`src/sv/das_pkg.sv`:
```
package das_pkg;

    localparam int CAPACITY_DEF = 64;
    localparam int SCORE_W      = 32;
    localparam int POS_W        = 6;

    // One chain entry: the sortable key and the arrival position behind it.
    typedef struct packed {
        logic               valid;
        logic [SCORE_W-1:0] key;
        logic [POS_W-1:0]   pos;
    } t_entry;

    // Control broadcast to every cell of the chain.
    typedef struct packed {
        logic insert_en;
        logic drain_shift;
    } t_ctrl;

    // Map an IEEE bit pattern onto an unsigned key that follows the total order.
    function automatic logic [SCORE_W-1:0] order_key(input logic [SCORE_W-1:0] bits);
        logic [SCORE_W-1:0] key;
        if (bits[SCORE_W-1]) begin
            key = ~bits;
        end else begin
            key = bits | {1'b1, {(SCORE_W-1){1'b0}}};
        end
        return key;
    endfunction

endpackage

```
`src/sv/das_cell.sv`:
```
module das_cell (
    input  logic            i_clk,
    input  logic            i_rst_n,
    input  das_pkg::t_ctrl  i_ctrl,
    input  das_pkg::t_entry i_new,
    input  das_pkg::t_entry i_prev,
    input  logic            i_prev_take,
    input  das_pkg::t_entry i_next,
    output logic            o_take,
    output das_pkg::t_entry o_entry
);

    logic                        r_valid;
    logic [das_pkg::SCORE_W-1:0] r_key;
    logic [das_pkg::POS_W-1:0]   r_pos;
    logic                        w_take;

    // Strict compare: an equal key stays above the newcomer.
    assign w_take = !r_valid || (r_key < i_new.key);
    assign o_take = w_take;

    always_ff @(posedge i_clk) begin
        if (!i_rst_n) begin
            r_valid <= 1'b0;
        end else if (i_ctrl.drain_shift) begin
            r_valid <= i_next.valid;
        end else if (i_ctrl.insert_en) begin
            // Advance the neighbor's entry, empty or not; else take the newcomer.
            if (i_prev_take) begin
                r_valid <= i_prev.valid;
            end else if (w_take) begin
                r_valid <= 1'b1;
            end
        end
    end

    always_ff @(posedge i_clk) begin
        if (i_ctrl.drain_shift) begin
            r_key <= i_next.key;
            r_pos <= i_next.pos;
        end else if (i_ctrl.insert_en) begin
            if (i_prev_take) begin
                r_key <= i_prev.key;
                r_pos <= i_prev.pos;
            end else if (w_take) begin
                r_key <= i_new.key;
                r_pos <= i_new.pos;
            end
        end
    end

    always_comb begin
        o_entry.valid = r_valid;
        o_entry.key   = r_key;
        o_entry.pos   = r_pos;
    end

endmodule
```
`config.mk`:
```
export PLATFORM = sky130hd
export DESIGN_NAME = das_cell
export DESIGN_NICKNAME = d
export VERILOG_FILES = /design/src/sv/das_pkg.sv /design/src/sv/das_cell.sv
export SDC_FILE = /design/constraint.sdc
export NUM_CORES = 1
export LEC_CHECK = 0
export BUFFER_PORTS_ARGS = -buffer_cell sky130_fd_sc_hd__buf_2
export CAP_MARGIN = 25
export CORE_MARGIN = 3
export CORE_UTILIZATION = 30
export CTS_CLUSTER_SIZE = 30
export DETAILED_ROUTE_END_ITERATION = 7
export REMOVE_ABC_BUFFERS = 1
export SLEW_MARGIN = 0
export SYNTH_ARGS = -nofsm -noshare
export SYNTH_HDL_FRONTEND = slang
export SYNTH_SLANG_ARGS = --single-unit
```
`constraint.sdc`:
```
create_clock -name i_clk -period 4.5 [get_ports i_clk]
set_input_delay 0.225 -clock i_clk [delete_from_list [all_inputs] [get_ports i_clk]]
set_output_delay 0.225 -clock i_clk [all_outputs]
set_load 0.005 [all_outputs]
```
==> results.json <==
{
  "crit_fanout": 21,
  "die-area_um2": 10400,
  "cp.arrival_ns": 3.07,
  "cts-hold-fix-buffers": 0,
  "synth.ff_latch_count": 39,
  "slew_viol_final": 0,
  "post-cts-setup-buffer-count": 0,
  "vias": 2573,
  "grt_busiest_layer": "met2",
  "ctsResizeCount": 0,
  "remaining_drc_errors": 0,
  "criticalPathCategory": "reg2reg",
  "syn_area_um2": 2760,
  "cellLeakagePower_nw": 1.96,
  "fin_skew_ns": 0.00743,
  "hpwl_um": 5810,
  "seq_area_frac_synth_pct": 42.0,
  "grt_usage_pct": 13.5,
  "p_sw_w": 0.000273,
  "yosysWarnings": 0,
  "synthTopCellsByArea": "edfxtp_1, ha_1, mux2i_1, o21ai_1, nand2_1",
  "grt_overflow_total": 0,
  "ys_types": 30,
  "max_freq_mhz": 323,
  "maxCapViolCount": 0,
  "pwr-share-seq_pct": 48.2,
  "setup_viol": 0,
  "synth_top_area_share_pct": 41.3,
  "cts_sinks": 39,
  "crit_chain": "ha_1 -> a211oi_2 -> o21ai_1 -> a41oi_2 -> nor3_1 -> o311a_1 -> a21oi_4 -> buf_4",
  "synth_top_area_cell": "edfxtp_1",
  "syn-instance-count": 286,
  "clockPowerShare_pct": 24.4,
  "io_buffers": 160,
  "vias_per_cell": 4.68,
  "dr.first_iter.drc_count": 56,
  "power_density_nw_per_um2": 255,
  "worstPathRequired_ns": 4.47,
  "layout_min_cycle_time_ns": 3.10,
  "slowest_delay_ns": 0.59,
  "wire_per_inst_um": 13.2,
  "grt_pass1_wl_um": 11000,
  "slowest_stage": "a21oi_4",
  "fin_nets": 594,
  "clkSlewWorstSetupHoldPaths_ns": 0.07,
  "drive_gt1_share_pct": 38.7,
  "grt_max_degree": 78,
  "cts_buffers": 5,
  "reg2reg_slack_ns": 1.40,
  "rsz0062_at_grt": "false",
  "hp-class": "in2reg",
  "area_growth_pct": 35.6,
  "use_met1_pct": 16.7,
  "grt_pass1_vias": 2360,
  "insertion_delay_ns": 0.29,
  "swShare_pct": 28.6,
  "cts_buffer_depth": 2,
  "rows": 34,
  "finalWeightedCongestion": 0.742,
  "holdPathEnd": "r_valid",
  "worst-r2r-cell-count": 8,
  "min_from": "i_rst_n",
  "core_area_um2": 8850,
  "antenna_found_initial": 0,
  "status": "finished clean",
  "cts-root-buf": "clkbuf_8",
  "rr_endpoint": "r_key[16]",
  "met3_usage_pct": 3.41,
  "htreeDepth": 2,
  "die_h_um": 102,
  "r2r_start": "r_key[2]",
  "routed_wl_um": 7250,
  "hold_viol": 0,
  "relSlewSlack_pct": 52.4,
  "drt-pass1-iter-count": 4,
  "timing.final.crit_share_pct": 68.9,
  "use_met2_pct": 23.4,
  "start_util_pct": 31.2,
  "power_frac_comb_pct": 27.4,
  "cts_tree": "done",
  "syn_area_per_cell_um2": 9.66,
  "critPathCaptureType": "flop",
  "die_x_um": 102,
  "n_antenna_cell": 0,
  "finalPower_w": 0.000955,
  "ant_nets": 0,
  "whs_path_depth": 2,
  "fin_tns_setup_ns": 0,
  "worst_pin_slew_ns": 0.713,
  "internal_power_w": 0.000683,
  "max-vdd-ir-drop_v": 0.000116,
  "cp-start-kind": "flop",
  "ioPinCount": 162
}
synth_stat cells:
cell type,count
nor2b_1,1
o21ai_1,42
edfxtp_1,38
nor4_1,1
o21ai_0,3
nand3_1,2
nand4_1,4
nand2_1,49
a211oi_1,1
a211oi_2,1
nor3_1,1
a21o_1,1
o22ai_1,1
buf_2,5
o211ai_1,1
o2bb2ai_1,1
and2_1,1
and4_1,1
clkbuf_1,9
a41oi_2,1
nor2_1,4
o311a_1,1
mux2i_1,38
a221oi_1,1
a21oi_1,13
dfxtp_1,1
buf_4,1
nor3b_1,1
ha_1,31
inv_1,31
per-stage QoR:
step / util (%) / area, µm² / setup slack (ns) / std cells / hold slack (ns)
3_3_place_gp: 41.4 / 3660 / 1.37 / 542 / 0.430
6_report: 42.3 / 3740 / 1.40 / 550 / 0.142
5_1_grt: 42.3 / 3740 / 1.20 / 550 / 0.131
2_1_floorplan: - / 2700 / 0.591 / 271 / 0.347
3_5_place_dp: 41.4 / 3660 / 1.34 / 542 / 0.437
4_1_cts: 42.3 / 3740 / 1.30 / 550 / 0.133
power groups by stage:
stage	logic [W]	clock network, W	registers (W)
final	0.000262	0.000233	0.000461
after global routing	0.000301	0.000252	0.000465
after CTS	0.000268	0.000242	0.000461
after detailed placement	0.000266	0	0.000469
after global placement	0.000262	0	0.000467
after floorplan	0.000118	0	0.000474
flip-flops by register name, indices dropped and copies added (netlist names):
name	flops
r_pos	6
r_key	32
r_valid	1
layer usage:
metal / wire length, µm / part of all wire, %
met2: 3490 / 48
met3: 567 / 7.8
met4: 80 / 1.1
met5: 0 / 0
met1: 3110 / 43
logic make-up (layout without fill, tap and decap cells):
logic type	after synthesis	count (layout)	synth area share (%)
flops	39	39	42.0
compound gates	67	67	13.6
simple gates	65	65	9.92
buf+inv	46	202	6.62
mux	38	38	13.8
fa+ha+maj	31	31	14.0
worst max-delay path: cells and delay by family, from the launching register on:
kind | cells | cell delay, ns
AOI/OAI and AO/OA | 5 | 1.58
adders and majority gates | 1 | 0.32
buffers and inverters | 1 | 0.41
DFF | 1 | 0.38
and+or+nand+nor | 1 | 0.08
cells in the final DEF, fill, tap and decap left out, drive strengths merged:
cell type and instances:
and2 1, dfxtp 1, o2bb2ai 1, clkbuf 8
edfxtp 38, a211oi 2, mux2i 38, nor4 1
buf 163, o21ai 45, nor2 4, inv 31
nor2b 1, nand4 4, ha 31, a221oi 1
a21oi 13, and4 1, nor3 1, nand3 2
nand2 49, a41oi 1, a21o 1, o22ai 1
nor3b 1, o211ai 1, o311a 1
worst max path at each step:
stage                     startpoint        end  slack, ns  cells after the start
after floorplan             r_key[2]   r_key[0]       0.59                      7
after global placement      r_key[2]  r_key[19]       1.37                      8
after detailed placement    r_key[2]  r_key[10]       1.34                      8
after CTS                   r_key[2]  r_key[10]       1.30                      8
after global routing        r_key[2]  r_key[10]       1.20                      8
final                       r_key[2]  r_key[16]       1.40                      8
layout make-up:
cell class / instances / area (µm²)
Sequential cell: 39 / 1160
Timing Repair Buffer: 163 / 823
Tap cell: 108 / 135
Clock buffer: 8 / 80.1
Inverter: 31 / 116
Fill cell: 945 / 5100
Multi-Input combinational cell: 201 / 1430
Note: power is estimated with default switching activity, not from simulation.
